===== src/hw/rtl/spq_pkg.sv =====
// Shared types and codes for the sorted priority queue.
`timescale 1ns / 1ps

package spq_pkg;

    localparam int unsigned VALUE_W  = 32;
    localparam int unsigned STATUS_W = 2;
    localparam int unsigned OCC_W    = 5;

    localparam logic [STATUS_W-1:0] ST_OK    = 2'd0;
    localparam logic [STATUS_W-1:0] ST_EMPTY = 2'd1;
    localparam logic [STATUS_W-1:0] ST_FULL  = 2'd2;

    localparam logic OP_INSERT = 1'b0;
    localparam logic OP_POP    = 1'b1;

    // Command from the controller to the datapath for one accepted word.
    typedef struct packed {
        logic load;    // a word is accepted this cycle
        logic insert;  // place the new value in order
        logic pop;     // remove the head entry
    } spq_cmd_t;

endpackage


===== src/hw/rtl/spq_datapath.sv =====
// Datapath of the sorted priority queue: ordered cell array and popped value register.
`timescale 1ns / 1ps

module spq_datapath
    import spq_pkg::*;
#(
    parameter int unsigned CAPACITY = 16,
    parameter int unsigned CNT_W    = $clog2(CAPACITY + 1)
) (
    input  logic                      aclk,
    input  spq_cmd_t                  cmd,
    input  logic        [CNT_W-1:0]   count,
    input  logic signed [VALUE_W-1:0] new_value,
    output logic signed [VALUE_W-1:0] popped_value
);

    logic signed [VALUE_W-1:0] entries_reg [CAPACITY];
    logic signed [VALUE_W-1:0] entries_next [CAPACITY];
    logic signed [VALUE_W-1:0] popped_reg;
    logic signed [VALUE_W-1:0] popped_next;
    logic [CAPACITY-1:0]       greater;

    // Each cell flags whether the new value belongs at or before it. Cells at
    // or beyond the occupancy always flag, so the first flag marks the slot.
    for (genvar i = 0; i < CAPACITY; i++) begin : g_cell
        always_comb begin
            greater[i] = (CNT_W'(i) >= count) || (entries_reg[i] > new_value);
        end

        always_comb begin
            entries_next[i] = entries_reg[i];
            if (cmd.insert) begin
                if (greater[i]) begin
                    if (i == 0) begin
                        entries_next[i] = new_value;
                    end else if (!greater[(i == 0) ? 0 : i - 1]) begin
                        entries_next[i] = new_value;
                    end else begin
                        entries_next[i] = entries_reg[(i == 0) ? 0 : i - 1];
                    end
                end
            end else if (cmd.pop) begin
                if (i < CAPACITY - 1) begin
                    entries_next[i] = entries_reg[(i < CAPACITY - 1) ? i + 1 : i];
                end
            end
        end

        always_ff @(posedge aclk) begin
            entries_reg[i] <= entries_next[i];
        end
    end

    always_comb begin
        popped_next = popped_reg;
        if (cmd.load) begin
            popped_next = cmd.pop ? entries_reg[0] : '0;
        end
    end

    always_ff @(posedge aclk) begin
        popped_reg <= popped_next;
    end

    assign popped_value = popped_reg;

endmodule


===== src/hw/rtl/spq_ctrl.sv =====
// Controller of the sorted priority queue: handshakes, occupancy and status.
`timescale 1ns / 1ps

module spq_ctrl
    import spq_pkg::*;
#(
    parameter int unsigned CAPACITY = 16,
    parameter int unsigned CNT_W    = $clog2(CAPACITY + 1)
) (
    input  logic                aclk,
    input  logic                aresetn,
    input  logic                s_valid,
    output logic                s_ready,
    input  logic                s_opcode,
    output logic                m_valid,
    input  logic                m_ready,
    output logic [STATUS_W-1:0] m_status,
    output logic [OCC_W-1:0]    m_occupancy,
    output spq_cmd_t            cmd,
    output logic [CNT_W-1:0]    count
);

    typedef enum logic {
        OUT_IDLE,
        OUT_HOLD
    } out_state_t;

    out_state_t          state_reg, state_next;
    logic [CNT_W-1:0]    count_reg, count_next;
    logic [STATUS_W-1:0] status_reg, status_next;
    logic                accept;
    logic                is_full;
    logic                is_empty;

    assign is_full  = (count_reg == CNT_W'(CAPACITY));
    assign is_empty = (count_reg == '0);
    assign s_ready  = (state_reg == OUT_IDLE) || m_ready;
    assign accept   = s_valid && s_ready;

    always_comb begin
        cmd        = '0;
        cmd.load   = accept;
        cmd.insert = accept && (s_opcode == OP_INSERT) && !is_full;
        cmd.pop    = accept && (s_opcode == OP_POP) && !is_empty;
    end

    always_comb begin
        state_next  = state_reg;
        count_next  = count_reg;
        status_next = status_reg;
        if (accept) begin
            state_next = OUT_HOLD;
            if (s_opcode == OP_INSERT) begin
                status_next = is_full ? ST_FULL : ST_OK;
            end else begin
                status_next = is_empty ? ST_EMPTY : ST_OK;
            end
            if (cmd.insert) begin
                count_next = count_reg + 1'b1;
            end else if (cmd.pop) begin
                count_next = count_reg - 1'b1;
            end
        end else begin
            unique case (state_reg)
                OUT_IDLE: state_next = OUT_IDLE;
                OUT_HOLD: state_next = m_ready ? OUT_IDLE : OUT_HOLD;
                default:  state_next = OUT_IDLE;
            endcase
        end
    end

    always_ff @(posedge aclk) begin
        if (!aresetn) begin
            state_reg  <= OUT_IDLE;
            count_reg  <= '0;
            status_reg <= ST_OK;
        end else begin
            state_reg  <= state_next;
            count_reg  <= count_next;
            status_reg <= status_next;
        end
    end

    assign m_valid     = (state_reg == OUT_HOLD);
    assign m_status    = status_reg;
    assign m_occupancy = OCC_W'(count_reg);
    assign count       = count_reg;

endmodule


===== src/hw/rtl/sorted_priority_queue_unit.sv =====
// Top level of the sorted priority queue: controller and cell datapath.
`timescale 1ns / 1ps

// Channel  Ports                                       Word
// -------  ------------------------------------------  ---------------------------------
// input    s_valid, s_ready, s_opcode, s_value         opcode (insert/pop), signed value
// result   m_valid, m_ready, m_status,                 status, popped value, occupancy
//          m_popped_value, m_occupancy
//
// Every accepted word executes in its accept cycle: all cells compare against the new
// value in parallel and shift, so one word per cycle is sustained while m_ready is high.
// The result appears in an output register in the cycle after acceptance.
// aresetn is synchronous and active low; it empties the queue and drops any result.
// A stalled result blocks intake only while m_ready is low; when the result is
// taken a new word can be accepted in the same cycle.

module sorted_priority_queue_unit
    import spq_pkg::*;
#(
    parameter int unsigned CAPACITY = 16
) (
    input  logic                      aclk,
    input  logic                      aresetn,
    input  logic                      s_valid,
    output logic                      s_ready,
    input  logic                      s_opcode,
    input  logic signed [VALUE_W-1:0] s_value,
    output logic                      m_valid,
    input  logic                      m_ready,
    output logic [STATUS_W-1:0]       m_status,
    output logic signed [VALUE_W-1:0] m_popped_value,
    output logic [OCC_W-1:0]          m_occupancy
);

    // Occupancy counter must hold the capacity itself.
    localparam int unsigned CNT_W = $clog2(CAPACITY + 1);

    spq_cmd_t         cmd;
    logic [CNT_W-1:0] count;

    // The controller decides, from the occupancy, whether an insert or pop
    // really changes the queue, and keeps the status and occupancy outputs.
    spq_ctrl #(
        .CAPACITY (CAPACITY),
        .CNT_W    (CNT_W)
    ) u_ctrl (
        .aclk        (aclk),
        .aresetn     (aresetn),
        .s_valid     (s_valid),
        .s_ready     (s_ready),
        .s_opcode    (s_opcode),
        .m_valid     (m_valid),
        .m_ready     (m_ready),
        .m_status    (m_status),
        .m_occupancy (m_occupancy),
        .cmd         (cmd),
        .count       (count)
    );

    // The datapath holds the sorted entries and registers the popped value.
    spq_datapath #(
        .CAPACITY (CAPACITY),
        .CNT_W    (CNT_W)
    ) u_datapath (
        .aclk         (aclk),
        .cmd          (cmd),
        .count        (count),
        .new_value    (s_value),
        .popped_value (m_popped_value)
    );

endmodule


===== config.mk =====
export PLATFORM = sky130hd
export DESIGN_NAME = sorted_priority_queue_unit
export DESIGN_NICKNAME = d
export VERILOG_FILES = /design/src/hw/rtl/spq_pkg.sv /design/src/hw/rtl/spq_datapath.sv /design/src/hw/rtl/spq_ctrl.sv /design/src/hw/rtl/sorted_priority_queue_unit.sv
export SDC_FILE = /design/constraint.sdc
export NUM_CORES = 2
export LEC_CHECK = 0
export ABC_AREA = 0
export BUFFER_PORTS_ARGS = -buffer_cell sky130_fd_sc_hd__buf_2
export CAP_MARGIN = 20
export CORE_ASPECT_RATIO = 0.8
export CORE_MARGIN = 1
export CORE_UTILIZATION = 55
export DETAILED_ROUTE_END_ITERATION = 16
export GPL_ROUTABILITY_DRIVEN = 0
export GPL_TIMING_DRIVEN = 1
export PLACE_DENSITY = 0.71
export SLEW_MARGIN = 20
export SYNTH_ARGS = -nofsm -noshare
export SYNTH_HDL_FRONTEND = slang
export SYNTH_HIERARCHICAL = 1
export SYNTH_SLANG_ARGS = --single-unit

===== constraint.sdc =====
create_clock -name aclk -period 10.8 [get_ports aclk]
set_input_delay 0.54 -clock aclk [delete_from_list [all_inputs] [get_ports aclk]]
set_output_delay 0.54 -clock aclk [all_outputs]
set_load 0.03 [all_outputs]

==> summary.txt <==
Status
  – Result of the run: finished, final reports clean

GRT
  – GRT Total Usage: 31.25%
  – Total grt overflow: 0
  – Wire length of the first global-routing pass: 172,100 microns
  – Antenna violations before repair: 5
  – Largest net degree at the start of global routing: 190
  – Number of global-route vias before repair: 28,810

Setup path
  – Type of the setup path with the least slack: in -> reg
  – Slowest cell on the critical path: sky130_fd_sc_hd__nand2_1
  – Largest delay share family, worst path: simple AND/OR/NAND/NOR gates
  – Worst Reg2Reg Path Length in Cells: 7
  – Arrival time reported for the critical path endpoint: 4.89 ns
  – Flop2flop setup slack: 6.27 ns
  – Cell-by-cell listing of the critical path: buf_2, inv_1, ha_1, nand4_1, nor4_1, nand4_1, nor3_1, a2111oi_2, o31ai_4, buf_4, nand2_1, nand2_1, buf_4
  – Critical path capture point type: flop
  – Critical Path Max Stage Delay: 0.65 ns
  – Buf+Inv Stages, Crit Path: 4
  – Terminus of the critical flop-to-flop path: u_datapath/entries_reg[1][181]
  – Worst reg2reg startpoint: u_ctrl/count[1]
  – Setup crit start kind: primary input
  – Largest fanout of any net on the critical path: 64
  – Data required time of the worst path: 11.10 ns

Place
  – Detailed Place HPWL: 82,450 microns
  – Instance area at placement: 0.03944 sq mm
  – Post-Place Cells: 4,594
  – Input/output buffers: 77

Synthesis
  – Top post-synthesis cells by count: sky130_fd_sc_hd__edfxtp_1, sky130_fd_sc_hd__ha_1, sky130_fd_sc_hd__inv_1
  – Post-synth EDFFs: 544
  – Sequential share of the synthesized area: 43.09%
  – Instance count of the mapped netlist: 3,784
  – Number of synthesized register bits: 552
  – Nets in the synthesized netlist: 4,337
  – Leading cell type by number of instances after synthesis: sky130_fd_sc_hd__edfxtp_1
  – Cell area after synthesis: 0.03829 sq mm
  – Asr flop ratio synth: 0%
  – Main synth FF type: sky130_fd_sc_hd__edfxtp_1
  – Mean area per synthesized cell: 10.12 sq um
  – Main area contributors after synthesis: sky130_fd_sc_hd__edfxtp_1, sky130_fd_sc_hd__ha_1, sky130_fd_sc_hd__o221ai_1
  – Count of cell types in the netlist: 68
  – Post-synth top area share: 42.67%
  – Number of warnings reported in the yosys synthesis log: 6
  – Largest area contributor in the netlist: sky130_fd_sc_hd__edfxtp_1

Timing
  – Relative slew margins: 29.35%
  – Share of the clock period used by the worst path after layout: 42.49%
  – Max Freq: 217.9 MHz
  – Endpoints failing hold: 0
  – Unrepaired setup endpoints after global routing: no
  – Number of failing setup endpoints in the final timing report: 0
  – Final-layout setup total negative slack: 0 ns
  – Final max-slew violation count: 0
  – Shortest clock period the worst path allows after layout: 4.589 ns
  – Worst-Margin Slew: 1.060 ns
  – Final setup skew: 0.01946 ns

Final layout
  – Final standard cell count with taps included and fillers excluded: 4,707
  – Sequential cell area: 0.01650 sq mm
  – Growth of design area from synthesis to finish: 8.216%
  – Share of post-route cells with drive strength above 1: 6.797%
  – Largest register FFs: 512
  – Multi-input logic area: 0.01908 sq mm
  – Number of nets in the layout: 4,286
  – Area of all placed cells without fillers: 0.04143 sq mm
  – Fill cell total of the finished layout: 5,734

Power and ir drop
  – Leakage: 17.28 nW
  – Peak supply drop: 0.1908 mV
  – Power per unit of standard cell area: 212.7 mW/mm^2

Clock network
  – Post-cts sizing count: 0
  – Clock tree from TritonCTS: yes
  – Clock transition time at the flip-flop clock pins of the worst setup and hold paths: 0.06 ns
  – H-tree lvl count: 2
  – Buffer levels on the longest clock path: 3
  – Hold-fix buffers, CTS: 0
  – Insertion delay to the later sink of the worst-skew pair: 0.64 ns
  – CTS Root Buffer Type: sky130_fd_sc_hd__clkbuf_16
  – CTS buffer count: 59
  – Number of sinks on the clock net: 552
  – Buffers inserted during post-CTS setup optimization: 0

Floorplanning
  – Die Span Y: 238.0 microns
  – Starting density of the core: 55.59%
  – Std-Cell Core Area: 0.06887 sq mm
  – I/O pin count: 78
  – Die Footprint: 0.07068 sq mm
  – Row count: 86
  – Die boundary width: 297.0 microns

Drt
  – Total wire length after detailed routing: 113,800 microns
  – Via count normalized by instance count: 6.682
  – Count of vias placed by the detailed router: 31,450
  – Antenna-violating nets left: 0
  – DR DRC count: 0
  – Number of DRC markers in iteration 0: 4,245
  – First drt pass iteration count: 6
  – Average routed wire per standard cell: 24.17 microns

Min path
  – Hold Crit Depth: 3
  – Startpoint of the most critical hold path: aresetn
  – Terminating pin of the worst hold path: u_ctrl/count[3]
  – Worst hold path class: in -> reg

Flow run
  – Max-Cap Viols: 0
[area by class of cell]
| class | count | area share (%) |
|---|---|---|
| multi-input combinational | 2483 | 46.05 |
| sequential | 552 | 39.82 |
| inverter | 503 | 4.557 |
| clock buffer | 78 | 4.010 |
| tap | 924 | 2.790 |
| timing repair buffer | 134 | 2.129 |
| clock inverter | 31 | 0.6372 |
| antenna | 2 | 0.01208 |
[worst min-delay path: cells and delay by family]
family | cells | cell delay (ns)
AND/OR/NAND/NOR | 1 | 0.07
buffers and inverters | 1 | 0.09
AO/OA/AOI/OAI | 1 | 0.06
[cells in the final DEF, fill, tap and decap left out, drive strengths merged, types with 30 or more instances in the layout]
cell    instances
a21o           78
a21oi         224
and2           36
buf           134
clkbuf         78
edfxtp        544
ha            515
inv           503
mux2i          69
nand2         172
nand3         447
nand4         124
nor2           86
o211ai         30
o21ai          87
o221ai        412
[routing by layer]
metal	wire length (microns)	vias to the layer above	global-route usage (%)
met2	48220	1697	45.93
li1	-	14510	-
met4	3373	0	9.622
met1	50500	15020	47.29
met3	11670	226	4.589
met5	0	-	0
[worst max path at each step]
stage                                                 to  cells after the start  slack (ns)   startpoint
after floorplan            u_datapath/entries_reg[1][32]                     10        5.52  s_value[11]
after global placement    u_datapath/entries_reg[1][183]                     13        5.72  s_value[17]
after detailed placement  u_datapath/entries_reg[1][182]                     13        5.62  s_value[30]
after CTS                 u_datapath/entries_reg[1][181]                     13        6.27  s_value[30]
after global routing      u_datapath/entries_reg[1][177]                     13        5.99  s_value[30]
final                     u_datapath/entries_reg[1][181]                     13        6.21  s_value[30]
[power breakdown]
group	leakage [nW]	internal (mW)	switching [mW]
logic	11.1	1.07	2.01
registers	5.23	3.15	0.512
clock network	0.946	1.19	0.887
[through the flow]
stage | hold slack (ns) | util (%) | setup slack (ns) | power, mW
6_report | 0.1591 | 60.16 | 6.211 | 8.812
5_1_grt | 0.1812 | 60.16 | 5.994 | 9.268
4_1_cts | 0.1308 | 60.07 | 6.269 | 8.740
3_5_place_dp | 0.4551 | 57.27 | 5.621 | 6.668
3_3_place_gp | 0.4407 | 57.27 | 5.717 | 6.573
2_1_floorplan | 0.5500 | - | 5.516 | 5.676
[logic make-up (layout without fill, tap and decap cells)]
family	count (synthesis)	count (layout)	share of synthesized area (%)
other	0	2	0
multiplexers	72	72	1.892
flip-flops	552	552	43.09
AO/OA/AOI/OAI	924	924	17.79
AND/OR/NAND/NOR	967	967	12.75
buffers and inverters	749	746	7.504
adder cells (fa/ha/maj)	516	516	16.88
XOR/XNOR	4	4	0.09152
(Power assumes the default switching activity.)
